### src/sv/prbe_pkg.sv
// ----------------------------------------------------------------------------
// prbe_pkg: shared types and constants of the pixel-to-RGBA border expander
// Field widths, register indexes, source format codes and the job record
// passed from the front end to the back end.
// ----------------------------------------------------------------------------
package prbe_pkg;

	localparam int BYTE_W = 8;
	localparam int SIDE_W = 13;
	localparam int CALC_W = 16;
	localparam int PHASE_W = 2;
	localparam int INDEX_W = 2;
	localparam int QUEUE_DEPTH = 4;

	localparam logic [BYTE_W-1:0] CHAN_FULL = 8'hFF;
	localparam logic [BYTE_W-1:0] CHAN_ZERO = 8'h00;
	localparam logic [BYTE_W-1:0] BORDER_C = 8'hFF;
	localparam logic [BYTE_W-1:0] BORDER_A = 8'h00;
	localparam logic [SIDE_W-1:0] ROW_BORDER_RUN = 13'd2;
	localparam logic [CALC_W-1:0] WIDTH_BORDER_ADD = 16'd3;

	localparam logic [INDEX_W-1:0] REG_IMAGE_WIDTH = 2'd0;
	localparam logic [INDEX_W-1:0] REG_IMAGE_HEIGHT = 2'd1;
	localparam logic [INDEX_W-1:0] REG_PIXEL_FORMAT = 2'd2;

	typedef enum logic [1:0] {
		FMT_MONO = 2'd0,
		FMT_GREY = 2'd1,
		FMT_RGB = 2'd2,
		FMT_RGBA = 2'd3
	} format_t;

	typedef enum logic [1:0] {
		TAIL_NONE = 2'd0,
		TAIL_ROW = 2'd1,
		TAIL_IMAGE = 2'd2
	} tail_t;

	typedef enum logic [1:0] {
		STEP_HEAD = 2'd0,
		STEP_PIXEL = 2'd1,
		STEP_TAIL = 2'd2
	} step_t;

	typedef struct packed {
		logic [BYTE_W-1:0] red;
		logic [BYTE_W-1:0] green;
		logic [BYTE_W-1:0] blue;
		logic [BYTE_W-1:0] alpha;
		logic head;
		tail_t tail;
		logic [SIDE_W-1:0] border_run;
	} job_t;

endpackage

### src/sv/prbe_if.sv
// ----------------------------------------------------------------------------
// prbe_if: stream channels of the border expander
// Source byte channel and RGBA result channel, valid/ready handshake.
// ----------------------------------------------------------------------------
interface prbe_byte_if;
	logic valid;
	logic ready;
	logic [prbe_pkg::BYTE_W-1:0] source_byte;

	modport source (output valid, output source_byte, input ready);
	modport sink (input valid, input source_byte, output ready);
endinterface

interface prbe_pixel_if;
	logic valid;
	logic ready;
	logic [prbe_pkg::BYTE_W-1:0] red;
	logic [prbe_pkg::BYTE_W-1:0] green;
	logic [prbe_pkg::BYTE_W-1:0] blue;
	logic [prbe_pkg::BYTE_W-1:0] alpha;
	logic [prbe_pkg::SIDE_W-1:0] run_length;
	logic end_of_item;
	logic end_of_image;

	modport source (output valid, output red, output green, output blue, output alpha,
		output run_length, output end_of_item, output end_of_image, input ready);
	modport sink (input valid, input red, input green, input blue, input alpha,
		input run_length, input end_of_item, input end_of_image, output ready);
endinterface

### src/sv/prbe_queue.sv
// ----------------------------------------------------------------------------
// prbe_queue: job queue between front end and back end
// Small register FIFO; head entry is visible while the queue is not empty.
// ----------------------------------------------------------------------------
module prbe_queue (
	input  logic             clk,
	input  logic             arst_n,
	input  logic             push,
	input  prbe_pkg::job_t   push_data,
	output logic             full,
	input  logic             pop,
	output logic             empty,
	output prbe_pkg::job_t   head_data
);

	localparam int PTR_W = $clog2(prbe_pkg::QUEUE_DEPTH);
	localparam int CNT_W = $clog2(prbe_pkg::QUEUE_DEPTH + 1);

	prbe_pkg::job_t   store_q [prbe_pkg::QUEUE_DEPTH];
	logic [PTR_W-1:0] wr_ptr_q;
	logic [PTR_W-1:0] rd_ptr_q;
	logic [CNT_W-1:0] count_q;

	assign full = (count_q == CNT_W'(prbe_pkg::QUEUE_DEPTH));
	assign empty = (count_q == '0);
	assign head_data = store_q[rd_ptr_q];

	always_ff @(posedge clk) begin
		if (push) begin
			store_q[wr_ptr_q] <= push_data;
		end
	end

	always_ff @(posedge clk or negedge arst_n) begin
		if (!arst_n) begin
			wr_ptr_q <= '0;
			rd_ptr_q <= '0;
			count_q <= '0;
		end else begin
			if (push) begin
				wr_ptr_q <= (wr_ptr_q == PTR_W'(prbe_pkg::QUEUE_DEPTH - 1)) ? '0 : wr_ptr_q + 1'b1;
			end
			if (pop) begin
				rd_ptr_q <= (rd_ptr_q == PTR_W'(prbe_pkg::QUEUE_DEPTH - 1)) ? '0 : rd_ptr_q + 1'b1;
			end
			if (push && !pop) begin
				count_q <= count_q + 1'b1;
			end else if (pop && !push) begin
				count_q <= count_q - 1'b1;
			end
		end
	end

endmodule

### src/sv/prbe_front.sv
// ----------------------------------------------------------------------------
// prbe_front: byte intake and pixel classification
// Holds the registers, gathers source bytes into pixels, tracks the position
// in the image and pushes one job per complete pixel.
// ----------------------------------------------------------------------------
module prbe_front #(
	parameter int MAX_SIDE = 4096
) (
	input  logic                             clk,
	input  logic                             arst_n,
	prbe_byte_if.sink                        src,
	input  logic                             cfg_we,
	input  logic [prbe_pkg::INDEX_W-1:0]     cfg_index,
	input  logic [prbe_pkg::SIDE_W-1:0]      cfg_data,
	output logic                             push,
	output prbe_pkg::job_t                   push_data,
	input  logic                             full
);

	localparam logic [prbe_pkg::CALC_W-1:0] SIDE_LIMIT = prbe_pkg::CALC_W'(MAX_SIDE);
	localparam logic [prbe_pkg::CALC_W-1:0] SIDE_ONE = prbe_pkg::CALC_W'(1);

	logic [prbe_pkg::SIDE_W-1:0]  width_q;
	logic [prbe_pkg::SIDE_W-1:0]  height_q;
	prbe_pkg::format_t            format_q;
	logic [prbe_pkg::SIDE_W-1:0]  col_q;
	logic [prbe_pkg::SIDE_W-1:0]  row_q;
	logic [prbe_pkg::PHASE_W-1:0] phase_q;
	logic [prbe_pkg::BYTE_W-1:0]  held_red_q;
	logic [prbe_pkg::BYTE_W-1:0]  held_green_q;
	logic [prbe_pkg::BYTE_W-1:0]  held_blue_q;

	logic [prbe_pkg::CALC_W-1:0]  width_eff;
	logic [prbe_pkg::CALC_W-1:0]  height_eff;
	logic                         accept;
	logic                         complete;
	logic                         last_col;
	logic                         last_row;

	assign src.ready = !full;
	assign accept = src.valid && !full;
	assign push = accept && complete;

	always_comb begin
		if (width_q == '0) begin
			width_eff = SIDE_ONE;
		end else if (prbe_pkg::CALC_W'(width_q) > SIDE_LIMIT) begin
			width_eff = SIDE_LIMIT;
		end else begin
			width_eff = prbe_pkg::CALC_W'(width_q);
		end
		if (height_q == '0) begin
			height_eff = SIDE_ONE;
		end else if (prbe_pkg::CALC_W'(height_q) > SIDE_LIMIT) begin
			height_eff = SIDE_LIMIT;
		end else begin
			height_eff = prbe_pkg::CALC_W'(height_q);
		end
	end

	assign last_col = (prbe_pkg::CALC_W'(col_q) + SIDE_ONE >= width_eff);
	assign last_row = (prbe_pkg::CALC_W'(row_q) + SIDE_ONE >= height_eff);

	always_comb begin
		push_data.red = prbe_pkg::BORDER_C;
		push_data.green = prbe_pkg::BORDER_C;
		push_data.blue = prbe_pkg::BORDER_C;
		push_data.alpha = src.source_byte;
		complete = 1'b1;
		unique case (format_q)
			prbe_pkg::FMT_MONO: begin
				push_data.alpha = (src.source_byte != prbe_pkg::CHAN_ZERO) ?
					prbe_pkg::CHAN_FULL : prbe_pkg::CHAN_ZERO;
			end
			prbe_pkg::FMT_GREY: begin
				push_data.alpha = src.source_byte;
			end
			prbe_pkg::FMT_RGB: begin
				complete = (phase_q == 2'd2);
				push_data.red = held_red_q;
				push_data.green = held_green_q;
				push_data.blue = src.source_byte;
				push_data.alpha = prbe_pkg::CHAN_FULL;
			end
			prbe_pkg::FMT_RGBA: begin
				complete = (phase_q == 2'd3);
				push_data.red = held_red_q;
				push_data.green = held_green_q;
				push_data.blue = held_blue_q;
				push_data.alpha = src.source_byte;
			end
			default: begin
				complete = 1'b1;
			end
		endcase
		push_data.head = (col_q == '0) && (row_q == '0);
		if (!last_col) begin
			push_data.tail = prbe_pkg::TAIL_NONE;
		end else if (last_row) begin
			push_data.tail = prbe_pkg::TAIL_IMAGE;
		end else begin
			push_data.tail = prbe_pkg::TAIL_ROW;
		end
		push_data.border_run = prbe_pkg::SIDE_W'(width_eff + prbe_pkg::WIDTH_BORDER_ADD);
	end

	// gathered channel bytes
	always_ff @(posedge clk) begin
		if (accept && !complete) begin
			unique case (phase_q)
				2'd0: held_red_q <= src.source_byte;
				2'd1: held_green_q <= src.source_byte;
				default: held_blue_q <= src.source_byte;
			endcase
		end
	end

	always_ff @(posedge clk or negedge arst_n) begin
		if (!arst_n) begin
			width_q <= prbe_pkg::SIDE_W'(1);
			height_q <= prbe_pkg::SIDE_W'(1);
			format_q <= prbe_pkg::FMT_MONO;
			col_q <= '0;
			row_q <= '0;
			phase_q <= '0;
		end else if (cfg_we) begin
			unique case (cfg_index)
				prbe_pkg::REG_IMAGE_WIDTH: begin
					width_q <= cfg_data;
					col_q <= '0;
					row_q <= '0;
					phase_q <= '0;
				end
				prbe_pkg::REG_IMAGE_HEIGHT: begin
					height_q <= cfg_data;
					col_q <= '0;
					row_q <= '0;
					phase_q <= '0;
				end
				prbe_pkg::REG_PIXEL_FORMAT: begin
					format_q <= prbe_pkg::format_t'(cfg_data[1:0]);
					col_q <= '0;
					row_q <= '0;
					phase_q <= '0;
				end
				default: begin
					// unmapped index: drop
				end
			endcase
		end else if (accept) begin
			if (!complete) begin
				phase_q <= phase_q + 1'b1;
			end else begin
				phase_q <= '0;
				if (!last_col) begin
					col_q <= col_q + 1'b1;
				end else begin
					col_q <= '0;
					row_q <= last_row ? '0 : row_q + 1'b1;
				end
			end
		end
	end

endmodule

### src/sv/prbe_back.sv
// ----------------------------------------------------------------------------
// prbe_back: result sequencer
// Expands a job into its pixel, a leading border run if first in the image, a
// trailing run at a row/image end; registered, one per cycle unless stalled.
// ----------------------------------------------------------------------------
module prbe_back (
	input  logic           clk,
	input  logic           arst_n,
	input  logic           empty,
	input  prbe_pkg::job_t head_data,
	output logic           pop,
	prbe_pixel_if.source   dst
);

	prbe_pkg::step_t              step_q;
	prbe_pkg::step_t              step_next;
	logic                         out_valid_q;
	logic [prbe_pkg::BYTE_W-1:0]  red_q;
	logic [prbe_pkg::BYTE_W-1:0]  green_q;
	logic [prbe_pkg::BYTE_W-1:0]  blue_q;
	logic [prbe_pkg::BYTE_W-1:0]  alpha_q;
	logic [prbe_pkg::SIDE_W-1:0]  run_q;
	logic                         eoi_item_q;
	logic                         eoi_image_q;

	logic                         advance;
	logic [prbe_pkg::BYTE_W-1:0]  red_d;
	logic [prbe_pkg::BYTE_W-1:0]  green_d;
	logic [prbe_pkg::BYTE_W-1:0]  blue_d;
	logic [prbe_pkg::BYTE_W-1:0]  alpha_d;
	logic [prbe_pkg::SIDE_W-1:0]  run_d;
	logic                         eoi_item_d;
	logic                         eoi_image_d;

	assign advance = !empty && (!out_valid_q || dst.ready);

	always_ff @(posedge clk or negedge arst_n) begin
		if (!arst_n) begin
			step_q <= prbe_pkg::STEP_HEAD;
			out_valid_q <= 1'b0;
		end else begin
			step_q <= step_next;
			if (advance) begin
				out_valid_q <= 1'b1;
			end else if (dst.ready) begin
				out_valid_q <= 1'b0;
			end
		end
	end

	always_comb begin
		step_next = step_q;
		pop = 1'b0;
		red_d = prbe_pkg::BORDER_C;
		green_d = prbe_pkg::BORDER_C;
		blue_d = prbe_pkg::BORDER_C;
		alpha_d = prbe_pkg::BORDER_A;
		run_d = head_data.border_run;
		eoi_item_d = 1'b0;
		eoi_image_d = 1'b0;
		unique case (step_q)
			prbe_pkg::STEP_HEAD, prbe_pkg::STEP_PIXEL: begin
				if (step_q == prbe_pkg::STEP_HEAD && head_data.head) begin
					if (advance) begin
						step_next = prbe_pkg::STEP_PIXEL;
					end
				end else begin
					red_d = head_data.red;
					green_d = head_data.green;
					blue_d = head_data.blue;
					alpha_d = head_data.alpha;
					run_d = prbe_pkg::SIDE_W'(1);
					eoi_item_d = (head_data.tail == prbe_pkg::TAIL_NONE);
					if (advance) begin
						if (head_data.tail == prbe_pkg::TAIL_NONE) begin
							pop = 1'b1;
							step_next = prbe_pkg::STEP_HEAD;
						end else begin
							step_next = prbe_pkg::STEP_TAIL;
						end
					end
				end
			end
			prbe_pkg::STEP_TAIL: begin
				eoi_item_d = 1'b1;
				if (head_data.tail == prbe_pkg::TAIL_IMAGE) begin
					eoi_image_d = 1'b1;
				end else begin
					run_d = prbe_pkg::ROW_BORDER_RUN;
				end
				if (advance) begin
					pop = 1'b1;
					step_next = prbe_pkg::STEP_HEAD;
				end
			end
			default: begin
				step_next = prbe_pkg::STEP_HEAD;
			end
		endcase
	end

	always_ff @(posedge clk) begin
		if (advance) begin
			red_q <= red_d;
			green_q <= green_d;
			blue_q <= blue_d;
			alpha_q <= alpha_d;
			run_q <= run_d;
			eoi_item_q <= eoi_item_d;
			eoi_image_q <= eoi_image_d;
		end
	end

	assign dst.valid = out_valid_q;
	assign dst.red = red_q;
	assign dst.green = green_q;
	assign dst.blue = blue_q;
	assign dst.alpha = alpha_q;
	assign dst.run_length = run_q;
	assign dst.end_of_item = eoi_item_q;
	assign dst.end_of_image = eoi_image_q;

endmodule

### src/sv/pixel_to_rgba_border_expander.sv
// ----------------------------------------------------------------------------
// pixel_to_rgba_border_expander: source bytes to RGBA8888 with a border
// A source byte is taken every cycle while the four-entry job queue has room;
// each complete pixel becomes one job. The back end sends one result per
// cycle while the output is ready, through its output register: one for a
// pixel, one more at a row or image end, one more before the image's start;
// output throughput is the limit, set by the single-result output register.
// Mono and greyscale give a pixel per byte, RGB per three, RGBA per four.
// Any write to a mapped register index starts a new image.
// ----------------------------------------------------------------------------
module pixel_to_rgba_border_expander #(
	parameter int MAX_SIDE = 4096
) (
	input  logic                         clk,
	input  logic                         arst_n,
	prbe_byte_if.sink                    src,
	prbe_pixel_if.source                 dst,
	input  logic                         cfg_we,
	input  logic [prbe_pkg::INDEX_W-1:0] cfg_index,
	input  logic [prbe_pkg::SIDE_W-1:0]  cfg_data
);

	logic           push;
	prbe_pkg::job_t push_data;
	logic           full;
	logic           pop;
	logic           empty;
	prbe_pkg::job_t head_data;

	prbe_front #(
		.MAX_SIDE(MAX_SIDE)
	) u_front (
		.clk(clk),
		.arst_n(arst_n),
		.src(src),
		.cfg_we(cfg_we),
		.cfg_index(cfg_index),
		.cfg_data(cfg_data),
		.push(push),
		.push_data(push_data),
		.full(full)
	);

	prbe_queue u_queue (
		.clk(clk),
		.arst_n(arst_n),
		.push(push),
		.push_data(push_data),
		.full(full),
		.pop(pop),
		.empty(empty),
		.head_data(head_data)
	);

	prbe_back u_back (
		.clk(clk),
		.arst_n(arst_n),
		.empty(empty),
		.head_data(head_data),
		.pop(pop),
		.dst(dst)
	);

endmodule
### src/flat_wrapper.sv
// flat-port wrapper written by rule: the top's interface ports become plain ports
module pixel_to_rgba_border_expander_flat 
#(
	parameter int MAX_SIDE = 4096
)
  (clk, arst_n, cfg_we, cfg_index, cfg_data, src_valid, src_source_byte, src_ready, dst_valid, dst_red, dst_green, dst_blue, dst_alpha, dst_run_length, dst_end_of_item, dst_end_of_image, dst_ready);
  prbe_byte_if src_i ();
  prbe_pixel_if dst_i ();
  input  logic clk;
  input  logic arst_n;
  input  logic cfg_we;
  input  logic [prbe_pkg::INDEX_W-1:0] cfg_index;
  input  logic [prbe_pkg::SIDE_W-1:0] cfg_data;
  input wire logic [$bits(src_i.valid)-1:0] src_valid;
  input wire logic [$bits(src_i.source_byte)-1:0] src_source_byte;
  output wire logic [$bits(src_i.ready)-1:0] src_ready;
  output wire logic [$bits(dst_i.valid)-1:0] dst_valid;
  output wire logic [$bits(dst_i.red)-1:0] dst_red;
  output wire logic [$bits(dst_i.green)-1:0] dst_green;
  output wire logic [$bits(dst_i.blue)-1:0] dst_blue;
  output wire logic [$bits(dst_i.alpha)-1:0] dst_alpha;
  output wire logic [$bits(dst_i.run_length)-1:0] dst_run_length;
  output wire logic [$bits(dst_i.end_of_item)-1:0] dst_end_of_item;
  output wire logic [$bits(dst_i.end_of_image)-1:0] dst_end_of_image;
  input wire logic [$bits(dst_i.ready)-1:0] dst_ready;
  assign src_i.valid = src_valid;
  assign src_i.source_byte = src_source_byte;
  assign src_ready = src_i.ready;
  assign dst_valid = dst_i.valid;
  assign dst_red = dst_i.red;
  assign dst_green = dst_i.green;
  assign dst_blue = dst_i.blue;
  assign dst_alpha = dst_i.alpha;
  assign dst_run_length = dst_i.run_length;
  assign dst_end_of_item = dst_i.end_of_item;
  assign dst_end_of_image = dst_i.end_of_image;
  assign dst_i.ready = dst_ready;
  pixel_to_rgba_border_expander #(.MAX_SIDE(MAX_SIDE)) u_core (.clk(clk), .arst_n(arst_n), .src(src_i), .dst(dst_i), .cfg_we(cfg_we), .cfg_index(cfg_index), .cfg_data(cfg_data));
endmodule
### config.mk
export PLATFORM = sky130hd
export DESIGN_NAME = pixel_to_rgba_border_expander_flat
export DESIGN_NICKNAME = d
export VERILOG_FILES = /design/src/sv/prbe_pkg.sv /design/src/sv/prbe_if.sv /design/src/sv/prbe_queue.sv /design/src/sv/prbe_front.sv /design/src/sv/prbe_back.sv /design/src/sv/pixel_to_rgba_border_expander.sv /design/src/flat_wrapper.sv
export SDC_FILE = /design/constraint.sdc
export NUM_CORES = 1
export LEC_CHECK = 0
export BUFFER_PORTS_ARGS = -buffer_cell sky130_fd_sc_hd__buf_2
export CAP_MARGIN = 40
export CORE_MARGIN = 2
export CORE_UTILIZATION = 54
export CTS_BUF_LIST = sky130_fd_sc_hd__clkbuf_16
export CTS_CLUSTER_DIAMETER = 100
export DETAILED_ROUTE_END_ITERATION = 10
export PLACE_DENSITY = 0.73
export SYNTH_ARGS = -nofsm -noshare
export SYNTH_HDL_FRONTEND = slang
export SYNTH_HIERARCHICAL = 1
export SYNTH_SLANG_ARGS = --single-unit
### constraint.sdc
create_clock -name clk -period 4.7 [get_ports clk]
set_clock_uncertainty 0.15 [all_clocks]
set_input_delay 0.47 -clock clk [delete_from_list [all_inputs] [get_ports clk]]
set_output_delay 0.47 -clock clk [all_outputs]
set_load 0.005 [all_outputs]
==> metrics.md, run 1 <==
| Metric | Value |
|---|---|
| Ys flop type | edfxtp_1 |
| P_leak | 5.95 nW |
| Critical path fanouts, max | 11 |
| Critical Path AT | 3.95 ns |
| Post-synth top cells | 263 x edfxtp_1, 67 x nand2_1, 64 x dfrtp_1 |
| Clock Latency Late Sink | 0.50 ns |
| Mapped Nets | 961 |
| Yosys top cell area share | 0.555 |
| I/O pin count | 77 |
| Most common cell in the netlist | edfxtp_1 |
| Post-synth ARST share | 0.201 |
| CTS tree | done |
| Synthesized area | 0.0142 mm² |
| Setup Buffers After CTS | 0 |
| Global-route wire length before repair | 45200 µm |
| RSZ-0062 raised after global routing | false |
| Yosys cell types | 59 |
| Worst slew pin tran | 0.950 ns |
| Status | complete, no violations |
| Placed cells | 1284 |
| GRT Residual Overflow | 0 |
| Pwr/cell area | 562 mW/mm² |
| Slew headroom | 0.363 |
| DRC Markers | 0 |
| Sequential share of power | 0.456 |
| Ys Warns | 6 |
| Synthesized instance count | 893 |
| Number of buffers added on ports | 76 |
| Initial antenna violation count | 1 |
| Worst min path class | in2reg |
| Maximum clock path buffer count | 3 |
| Layout cells sized above 1 | 0.242 |
| Max Cap Viol | 0 |
| VDD IR max | 0.000326 V |
| CTS clk-pin slew, worst paths | 0.06 ns |
| Fin crit period | 3.72 ns |
| Hold_buf cts | 1 |
| Average wire per standard cell | 21.1 µm |
| NetSw | 2.55 mW |
| Final TNS setup | 0 ns |
| Slowest stage delay, CP | 0.47 ns |
| Overall Global Routing Usage | 0.209 |
| Via count | 7920 |
| Placer Congestion | 0.883 |
| Die height | 166 µm |
| Crit share post-route | 0.791 |
| Final slew viol count | 0 |
| Setup crit end kind | flop |
| CTS root buffer | clkbuf_16 |
| Synth Area per Inst | 15.9 µm² |
| Detail-routed via count per cell | 5.89 |
| Area leader, netlist | edfxtp_1 |
| Clock power share | 0.296 |
| DRT antenna net count | 0 |
| CTS Buf Count | 34 |
| Routed WL | 28400 µm |
| Initial DRT Pass Iterations | 5 |
| Vias in the first global route | 8146 |
| Seq/Total Area, Yosys | 0.671 |
| Top area cells in the synthesized netlist | edfxtp_1 55%, dfrtp_1 11%, mux4_2 7.6%, ha_1 3.4%, mux2_2 2.4% |
| Post-synthesis register bit count | 329 |
| Sw frac | 0.281 |
| DIE WIDTH | 166 µm |
| Comb power frac | 0.248 |
| Internal power | 6.51 mW |
| Startpoint types | flop |
| Final net count | 1054 |
| Number of synthesized flops with an enable pin | 263 |
| CP Cell Sequence | ha_1 > nand3_1 > or2_2 > nor2_1 > xor2_1 > ha_1 > and3_1 > a221oi_1 > and3b_1 > a21boi_4 > nor2_2 > a32o_1 |
| CORE AREA | 0.0260 mm² |
| Antenna cells | 0 |
| Crit Path Category | reg2reg |
| HPWL after DPL | 18200 µm |
| Final Non-Filler Cells | 1345 |
| Finish-stage setup viols | 0 |
| Final Hold Violating Endpoints | 0 |
| Die area | 0.0277 mm² |
| Layout area overhead | 13.1% |
| Slowest-stage cell, CP | dfrtp_1 |
| Most frequent CP cell | ha_1 |
| Required @ worst endpoint | 4.93 ns |
| Clk sink count | 329 |
| Htree depth | 2 |
| # resized after CTS | 0 |
| Largest net degree at the start of global routing | 49 |
| FMAX | 269 MHz |
| Rows | 59 |
| Initial core utilization | 0.548 |
| Initial DRC count | 656 |
flip-flops by register name (all words and copies together) (netlist names), 3 cells and up:
register and cells:
u_core/u_queue/store_q 192, u_core/u_back/dst.run_length 13, u_core/u_front/col_q 13, u_core/u_front/height_q 13, u_core/u_front/row_q 13, u_core/u_front/width_q 13, u_core/u_back/dst.alpha 8, u_core/u_back/dst.blue 8
u_core/u_back/dst.green 8, u_core/u_back/dst.red 8, u_core/u_front/held_blue_q 8, u_core/u_front/held_green_q 8, u_core/u_front/held_red_q 8, u_core/u_queue/count_q 3
power by group through the flow:
stage,logic (mW),registers [mW],clock network (mW)
6_report,2.25,4.13,2.68
5_1_grt,2.47,4.19,2.85
4_1_cts,2.28,4.13,2.74
3_5_place_dp,2.26,4.18,0
3_3_place_gp,2.18,4.16,0
2_1_floorplan,1.64,4.12,0
final timing paths:
check	slack, ns	cells past startpoint	end	startpoint
worst max-delay path	0.98	12	u_core/u_front/row_q[6]	u_core/u_front/col_q[0]
worst min-delay path	0.08	3	u_core/u_front/width_q[12]	cfg_data[12]
worst max register to register	0.98	12	u_core/u_front/row_q[6]	u_core/u_front/col_q[0]
worst min register to register	0.37	1	u_core/u_queue/count_q[2]	u_core/u_queue/count_q[2]
max in group asynchronous	3.29	3	u_core/u_queue/rd_ptr_q[1]	arst_n
min in group asynchronous	0.33	2	u_core/u_front/col_q[10]	arst_n
layout make-up:
| cell class | instances | area, µm² |
|---|---|---|
| Sequential cell | 329 | 9560 |
| Inverter | 20 | 75.1 |
| Multi-Input combinational cell | 505 | 4350 |
| Fill cell | 1914 | 9880 |
| Tap cell | 335 | 419 |
| Clock inverter | 25 | 243 |
| Timing Repair Buffer | 96 | 578 |
| Clock buffer | 35 | 876 |
worst max-delay path, delay by kind of cell, from the launching register on:
kind	cells	cell delay [ns]
and+or+nand+nor	6	1.16
AOI/OAI and AO/OA	3	1.00
adders and majority gates	2	0.55
DFF	1	0.47
xor gates and xnor gates	1	0.25
placed cells by master, fill, tap and decap left out, types with 6 or more instances in the layout:
cell	count
ha_1	39
mux4_2	48
a32o_1	12
or3_1	27
xor2_1	13
xnor2_1	20
nor4_1	11
buf_4	15
dfrtp_1	62
nor2b_1	6
clkinv_2	7
mux2_2	30
clkinv_1	7
nand2_1	67
and3_1	20
nor3_1	8
buf_2	76
mux2i_1	8
nor2_1	21
nand3_1	14
inv_1	24
clkbuf_16	35
nand2b_1	22
a21oi_1	11
o21ai_0	33
a21o_1	16
nand4_1	7
and2_1	13
edfxtp_1	263
kinds of logic after synthesis:
| family | after synthesis | synth area share |
|---|---|---|
| AND/OR/NAND/NOR | 246 | 0.0940 |
| AO/OA/AOI/OAI | 100 | 0.0492 |
| multiplexers | 86 | 0.105 |
| adder cells (fa/ha/maj) | 40 | 0.0357 |
| buffers and inverters | 59 | 0.0246 |
| flip-flops | 329 | 0.671 |
| XOR/XNOR | 33 | 0.0203 |
metrics by stage:
| step | setup WS (ns) | total power, mW | instance area, µm² | hold slack, ns | util |
|---|---|---|---|---|---|
| after floorplan | 0.523 | 5.77 | 14200 | 0.0244 | - |
| after global placement | 1.20 | 6.35 | 14900 | 0.330 | 0.575 |
| after detailed placement | 1.12 | 6.44 | 15000 | 0.325 | 0.576 |
| after CTS | 1.04 | 9.16 | 16100 | 0.0629 | 0.620 |
| after global routing | 0.808 | 9.50 | 16100 | 0.0750 | 0.620 |
| final | 0.980 | 9.05 | 16100 | 0.0829 | 0.620 |
layer usage:
metal  vias to the layer above  GRT usage  routed length, µm
met2                       259      0.337              13500
met5                         -          0                 11
met1                      3993      0.300              12600
met4                         2     0.0532                516
met3                        41     0.0346               1730
li1                       3625          -                  -
Note: power is estimated with default switching activity, not from simulation.
==> inputs of run 2 (changes only) <==
--- a/config.mk
+++ b/config.mk
@@ -5,6 +5,7 @@
 export SDC_FILE = /design/constraint.sdc
 export NUM_CORES = 1
 export LEC_CHECK = 0
+export ABC_AREA = 1
 export BUFFER_PORTS_ARGS = -buffer_cell sky130_fd_sc_hd__buf_2
 export CAP_MARGIN = 40
 export CORE_MARGIN = 2
==> constraint.sdc (replaced) <==
create_clock -name clk -period 3.45 [get_ports clk]
set_clock_uncertainty 0.15 [all_clocks]
set_input_delay 0.345 -clock clk [delete_from_list [all_inputs] [get_ports clk]]
set_output_delay 0.345 -clock clk [all_outputs]
set_load 0.005 [all_outputs]
==> run 2 against run 1 <==
  * Setup slack worse by 0.61 ns
  * Register-to-register slack worse by 0.61 ns
  * Design area increased by 6.6%
  * Sequential power grew 38%
  * Synthesized cell count grew 60%
  * Die area up 7.0%
  * Cell count up 44%
  * Core utilization decreased by 0.21 points
  * Routed wire length grew 9.2%
  * Global-route usage rose by 0.73 points
  * Via count up 27%
  * Count of clock-buffer cells in the layout stayed put
==> metrics.md, run 2 <==
| Metric | Value |
|---|---|
| Status | complete, no violations |
| Pwr/cell area | 747 mW/mm² (+33%) |
| Post-synth ARST share | 0.201 (unchanged) |
| Critical Path AT | 3.33 ns (-0.62 ns) |
| Max reg flops | 192 (unchanged) |
| Maximum clock path buffer count | 3 (unchanged) |
| Crit Path Category | reg2reg |
| Initial DRT Pass Iterations | 6 (+1) |
| Overall Global Routing Usage | 0.216 (+0.00726) |
| Number of buffers added on ports | 76 (unchanged) |
| Crit path from | u_core/u_queue/rd_ptr_q[0] |
| Initial DRC count | 872 (+33%) |
| Startpoint types | flop |
| Initial antenna violation count | 0 (-1) |
| Initial core utilization | 0.549 (+0.00159) |
| Final Hold Slack | 0.0120 ns (-0.0709 ns) |
| CORE AREA | 0.0278 mm² (+6.9%) |
| Clock Latency Late Sink | 0.52 ns (+0.02 ns) |
| Routed WL | 31000 µm (+9.2%) |
| Clk sink count | 329 (unchanged) |
| Top area cells in the synthesized netlist | edfxtp_1 52%, dfrtp_1 10%, nand2_1 8.9%, inv_1 5.4%, o211ai_1 4.7% |
| Final Hold Violating Endpoints | 0 (unchanged) |
| CTS clk-pin slew, worst paths | 0.06 ns (about the same) |
| Critical path fanouts, max | 65 (+54) |
| Placed cells | 1853 (+44%) |
| Synthesized area | 0.0153 mm² (+7.2%) |
| Fin area | 0.0172 mm² (+6.6%) |
| Sw frac | 0.329 (+0.0473) |
| Setup crit end kind | flop |
| Comb power frac | 0.289 (+0.041) |
| Most common cell after layout, fill and taps aside | nand2_1 |
| Max Cap Viol | 0 (unchanged) |
| Die area | 0.0296 mm² (+7.0%) |
| Number of synthesized flops with an enable pin | 263 (unchanged) |
| Post-synth top cells | 363 x nand2_1, 263 x edfxtp_1, 220 x inv_1 |
| GRT Residual Overflow | 0 (unchanged) |
| Synth Area per Inst | 10.7 µm² (-33%) |
| Die height | 172 µm (+3.5%) |
| CTS tree | done |
| P_leak | 7.36 nW (+24%) |
| Final Non-Filler Cells | 1933 (+44%) |
| Antenna cells | 0 (unchanged) |
| Required @ worst endpoint | 3.69 ns (-1.24 ns) |
| Area leader, netlist | edfxtp_1 |
| Final TNS setup | 0 ns (unchanged) |
| Register area | 0.00955 mm² (about the same) |
| Slew headroom | 0.400 (+0.0370) |
| CTS root buffer | clkbuf_16 |
| Vias in the first global route | 9716 (+19%) |
| Worst min path class | in2reg |
| Sequential share of power | 0.443 (-0.013) |
| Post-synthesis register bit count | 329 (unchanged) |
| DRC Markers | 0 (unchanged) |
| DIE WIDTH | 172 µm (+3.5%) |
| Layout cells sized above 1 | 0.132 (-0.110) |
| HPWL after DPL | 19500 µm (+7.1%) |
| Detail-routed via count per cell | 5.22 (-11%) |
| DRT antenna net count | 0 (unchanged) |
| Layout area overhead | 12.4% |
| Most common cell in the netlist | nand2_1 |
| Fin crit period | 3.08 ns (-0.636 ns) |
| Most frequent cells in the layout | 363 x nand2_1, 263 x edfxtp_1, 223 x inv_1, 96 x o211ai_1, 82 x nor2_1 |
| Crit share post-route | 0.894 (+0.102) |
| Placer Congestion | 0.867 (-1.8%) |
| Final slew viol count | 0 (unchanged) |
| Htree depth | 2 (unchanged) |
| Ys Warns | 6 (unchanged) |
| Global-route wire length before repair | 49300 µm (+8.9%) |
| Ys flop type | edfxtp_1 |
| Final net count | 1602 (+52%) |
| Clock power share | 0.268 (-0.028) |
| VDD IR max | 0.000381 V (+17%) |
| Rows | 61 (+3.4%) |
| Yosys cell types | 43 (-27%) |
| I/O pin count | 77 (unchanged) |
| Largest Register | u_core/u_queue/store_q |
| Area of the multi-input gates | 0.00445 mm² (+2.2%) |
| FMAX | 324 MHz (+21%) |
| Worst slew pin tran | 0.888 ns (-0.0626 ns) |
| Finish-stage setup viols | 0 (unchanged) |
| RSZ-0062 raised after global routing | false |
| Hold_sp | cfg_data[1] |
| Seq/Total Area, Yosys | 0.626 (-0.0452) |
| Largest net degree at the start of global routing | 67 (+37%) |
| CTS Buf Count | 35 (+2.9%) |
| Average wire per standard cell | 16.0 µm (-24%) |
| Placed cell area | 0.0159 mm² (+6.2%) |
| Mapped Nets | 1500 (+56%) |
| Via count | 10087 (+27%) |
| NetSw | 4.21 mW (+65%) |
| Yosys top cell area share | 0.517 (-0.0374) |
| Internal power | 8.61 mW (+32%) |
| Synthesized instance count | 1432 (+60%) |
| Fill cell count | 2167 (+13%) |
| Worst r2r src | u_core/u_queue/rd_ptr_q[0] |
==> run 2: cell types whose count changed in the layout (fill, tap and decap cells not counted), moves of 27 or more <==
cell      delta
o211ai_1    +92
mux2_2      -30
nor2_1      +61
mux4_2      -48
inv_1      +199
nand2_1    +296
or3_1       -27
==> run 2: logic make-up after synthesis <==
family	share of synthesized area
AO/OA/AOI/OAI	0.0852
XOR/XNOR	0.0155
adder cells (fa/ha/maj)	0.0333
buffers and inverters	0.0830
flip-flops	0.626
AND/OR/NAND/NOR	0.157
==> run 2: metrics by stage <==
step           total power, mW  setup slack [ns]  utilization
4_1_cts                   12.9             0.307        0.616
3_3_place_gp              9.26             0.400        0.571
2_1_floorplan             8.45             0.640            -
5_1_grt                   13.6           0.00517        0.618
3_5_place_dp              9.42             0.329        0.572
6_report                  12.8             0.366        0.618
==> run 2: worst paths after layout <==
| check | end | slack [ns] | cells after the start |
|---|---|---|---|
| max reg2reg | u_core/u_queue/count_q[1] | 0.37 | 13 |
| max | u_core/u_queue/count_q[1] | 0.37 | 13 |
| min reg2reg | u_core/u_front/width_q[0] | 0.35 | 2 |
| max in group asynchronous | u_core/u_front/col_q[3] | 2.00 | 3 |
| min | u_core/u_front/width_q[1] | 0.01 | 3 |
| min in group asynchronous | u_core/u_queue/rd_ptr_q[1] | 0.16 | 2 |
==> run 2: repair_timing <==
| item | in CTS | in global routing |
|---|---|---|
| endpoints found under the setup margin | 0 | 14 |
| resized for setup | 0 | 1 |
| hold buffers | 17 | 1 |
| setup buffers | 0 | 4 |
| hold endpoints to repair | 55 | 1 |
==> run 2: layer usage <==
metal  wire length (µm)  share of wire  global-route usage  vias to the layer above
met5                  0              0                   0                        -
met4                784          0.025              0.0694                        0
met3               1620          0.052              0.0316                       48
met2              15400           0.50               0.378                      302
met1              13200           0.43               0.278                     4777
li1                   -              -                   -                     4960
==> run 2: worst max-delay path, cell delays in order (launching register included) <==
cell and delay, ns:
dfrtp_1 0.42, inv_4 0.43, nand2_1 0.11, o211ai_1 0.11
nand2_1 0.14, a21oi_4 0.23, nand2_1 0.09, a21oi_1 0.30
inv_1 0.10, ha_1 0.22, inv_1 0.11, fa_1 0.42
nand2_1 0.09, nand2_1 0.05
==> run 2: final cells by class <==
class / count / share of cell area
flip-flops and latches: 329 / 0.557
well taps: 378 / 0.0276
repair buffers: 113 / 0.0446
clock inverters: 23 / 0.00999
clock buffers: 35 / 0.0511
inverters: 230 / 0.0506
multi-input cells: 825 / 0.259
==> run 2: power groups by stage <==
stage                     clock network, mW  logic (mW)  registers [mW]
after floorplan                           0        2.71            5.74
after global placement                    0        3.54            5.72
after detailed placement                  0        3.67            5.75
after CTS                              3.50        3.73            5.68
after global routing                   3.66        4.20            5.75
final                                  3.44        3.71            5.68
==> inputs of run 3 (changes only) <==
--- a/config.mk
+++ b/config.mk
@@ -5,7 +5,7 @@
 export SDC_FILE = /design/constraint.sdc
 export NUM_CORES = 1
 export LEC_CHECK = 0
-export ABC_AREA = 1
+export ABC_AREA = 0
 export BUFFER_PORTS_ARGS = -buffer_cell sky130_fd_sc_hd__buf_2
 export CAP_MARGIN = 40
 export CORE_MARGIN = 2
@@ -14,6 +14,7 @@
 export CTS_CLUSTER_DIAMETER = 100
 export DETAILED_ROUTE_END_ITERATION = 10
 export PLACE_DENSITY = 0.73
+export REMOVE_ABC_BUFFERS = 1
 export SYNTH_ARGS = -nofsm -noshare
 export SYNTH_HDL_FRONTEND = slang
 export SYNTH_HIERARCHICAL = 1
==> run 3 against run 2 <==
  * Die area decreased by 6.6%
  * Design area shrank 3.9%
  * Count of clock-buffer cells in the layout up 1
  * First-iteration DRC count fell by 9.3%
  * Critical path type unchanged
  * Setup slack worse by 0.13 ns
  * Clock power barely moved
  * Maximum frequency down 4.1%
  * Global-route usage fell by 0.74 points
  * Hold slack better by 0.019 ns
  * Sequential share of layout area rose by 2.3 points
  * Sequential power is 2% lower
  * Power down 4.7%
==> metrics.md, run 3 (synthesized netlist as in run 1, its figures left out) <==
| Metric | Value |
|---|---|
| Stages on worst setup path | 12 (-1) |
| Comb power frac | 0.263 (-0.026) |
| Largest net degree at the start of global routing | 49 (-27%) |
| Vias in the first global route | 8300 (-15%) |
| Routed WL | 28300 µm (-8.7%) |
| Crit share post-route | 0.932 (+0.0381) |
| Hold path depth | 1 (-2) |
| Dpl ws | 0.0868 ns (-0.242 ns) |
| Top delay family on crit path | simple AND/OR/NAND/NOR gates |
| Setup crit end kind | flop |
| Status | complete, no violations |
| Rows | 59 (-3.3%) |
| Sw frac | 0.287 (-0.0418) |
| P_leak | 6.16 nW (-16%) |
| Clock Latency Late Sink | 0.52 ns (about the same) |
| Slew headroom | 0.546 (+0.145) |
| Clk sink count | 329 (unchanged) |
| CTS clk-pin slew, worst paths | 0.06 ns (about the same) |
| Global-route wire length before repair | 45100 µm (-8.4%) |
| Htree depth | 2 (unchanged) |
| Crit path buffers/inverters | 0 (-3) |
| Required @ worst endpoint | 3.70 ns (about the same) |
| Antenna cells | 0 (unchanged) |
| Max reg flops | 192 (unchanged) |
| Die area | 0.0277 mm² (-6.6%) |
| Detail-routed via count per cell | 5.89 (+13%) |
| Power Total | 12.2 mW (-4.7%) |
| Slowest-stage cell, CP | dfrtp_1 |
| DIE WIDTH | 166 µm (-3.3%) |
| Internal power | 8.72 mW (+1.3%) |
| Final worst-path setup slack | 0.235 ns (-0.131 ns) |
| Startpoint types | flop |
| Worst min path class | in2reg |
| VDD IR max | 0.000401 V (+5.0%) |
| CTS root buffer | clkbuf_16 |
| CORE AREA | 0.0260 mm² (-6.5%) |
| FMAX | 311 MHz (-4.1%) |
| DRT antenna net count | 0 (unchanged) |
| R2R depth | 12 (-1) |
| Via count | 8181 (-19%) |
| Initial antenna violation count | 0 (unchanged) |
| Layout area overhead | 15.8% |
| Die height | 166 µm (-3.3%) |
| Critical path fanouts, max | 5 (-92%) |
| Layout cells sized above 1 | 0.263 (+0.131) |
| Finish-stage setup viols | 0 (unchanged) |
| Maximum clock path buffer count | 3 (unchanged) |
| Clock power share | 0.282 (+0.014) |
| Final Hold Violating Endpoints | 0 (unchanged) |
| Initial DRT Pass Iterations | 5 (-1) |
| HPWL after DPL | 18000 µm (-7.8%) |
| Fin crit period | 3.22 ns (+0.131 ns) |
| NetSw | 3.51 mW (-17%) |
| Slowest stage delay, CP | 0.41 ns (-0.02 ns) |
| Placer Congestion | 0.840 (-3.1%) |
| Overall Global Routing Usage | 0.208 (-0.00737) |
| Pwr/cell area | 742 mW/mm² (-0.78%) |
| Max Cap Viol | 0 (unchanged) |
| Initial DRC count | 791 (-9.3%) |
| I/O pin count | 77 (unchanged) |
| Final slew viol count | 0 (unchanged) |
| RSZ-0062 raised after global routing | false |
| Largest Register | u_core/u_queue/store_q |
| Crit Path Category | reg2reg |
| Initial core utilization | 0.548 (-0.00159) |
| Average wire per standard cell | 20.4 µm (+27%) |
| Fill cell count | 1879 (-13%) |
| CP Cell Sequence | and3_4 > nand3_2 > or2_4 > nor2_1 > xnor2_1 > ha_1 > and3_1 > a221oi_2 > and3b_1 > a21boi_4 > nor2_2 > a32o_1 |
| DRC Markers | 0 (unchanged) |
| Sequential share of power | 0.455 (+0.012) |
| Most common cell after layout, fill and taps aside | edfxtp_1 |
| Critical Path AT | 3.46 ns (+0.13 ns) |
| GRT Residual Overflow | 0 (unchanged) |
| Final net count | 1097 (-32%) |
| CTS tree | done |
| Number of buffers added on ports | 76 (unchanged) |
| Most frequent cells in the layout | 263 x edfxtp_1, 76 x buf_2, 66 x nand2_1, 60 x dfrtp_1, 48 x mux4_2 |
| CTS Buf Count | 35 (unchanged) |
| Worst slew pin tran | 0.679 ns (-0.208 ns) |
run 3: cell type report:
type                    count  area, µm²  area share
multi-input cells         505       4400       0.267
clock inverters            27        161     0.00979
repair buffers            138        971      0.0589
flip-flops and latches    329       9560       0.580
well taps                 335        419      0.0254
inverters                  20       75.1     0.00455
clock buffers              36        901      0.0546
run 3: path summary, 6_finish.rpt:
kind                                            from                           end  slack, ns
setup / recovery             u_core/u_front/col_q[4]      u_core/u_front/row_q[11]       0.23
hold / removal                    src_source_byte[6]  u_core/u_front/held_red_q[6]       0.03
setup reg to reg             u_core/u_front/col_q[4]      u_core/u_front/row_q[11]       0.23
hold reg to reg            u_core/u_queue/count_q[2]     u_core/u_queue/count_q[2]       0.33
max in group asynchronous                     arst_n       u_core/u_front/col_q[3]       2.34
min in group asynchronous                     arst_n    u_core/u_front/height_q[5]       0.20
run 3: what timing repair did:
item | in CTS | in global routing
endpoints found under the hold margin | 61 | 0
setup endpoints to repair | 0 | 34
gates resized for setup | 0 | 17
hold buffers | 19 | 0
buffers inserted | 0 | 4
run 3: worst register-to-register path: cells and delay by family, from the launching register on:
kind / cells / cell delay, ns
AND/OR/NAND/NOR: 7 / 1.28
flip-flops: 1 / 0.41
adder cells (fa/ha/maj): 1 / 0.31
AO/OA/AOI/OAI: 3 / 0.78
XOR/XNOR: 1 / 0.18
run 3: routing by layer:
layer,part of all wire,track usage
met2,0.48,0.340
met1,0.43,0.292
met4,0.024,0.0697
met3,0.064,0.0319
met5,0,0
run 3: power by group through the flow:
stage | Clock [mW] | Sequential, mW | Combinational, mW
2_1_floorplan | 0 | 5.85 | 1.79
3_3_place_gp | 0 | 5.62 | 3.10
3_5_place_dp | 0 | 5.64 | 3.19
4_1_cts | 3.50 | 5.57 | 3.23
5_1_grt | 3.67 | 5.64 | 3.54
6_report | 3.45 | 5.56 | 3.22
run 3: stage by stage:
| stage | cells | hold slack [ns] | util | TNS [ns] | cell area [µm²] |
|---|---|---|---|---|---|
| floorplan | 854 | -0.101 | - | -9.42 | 14000 |
| global placement | 1299 | 0.322 | 0.579 | 0 | 15000 |
| detailed placement | 1304 | 0.209 | 0.583 | 0 | 15100 |
| CTS | 1386 | 0.0223 | 0.631 | 0 | 16400 |
| global route | 1390 | 0.0212 | 0.634 | 0 | 16500 |
| finish | 1390 | 0.0314 | 0.634 | 0 | 16500 |
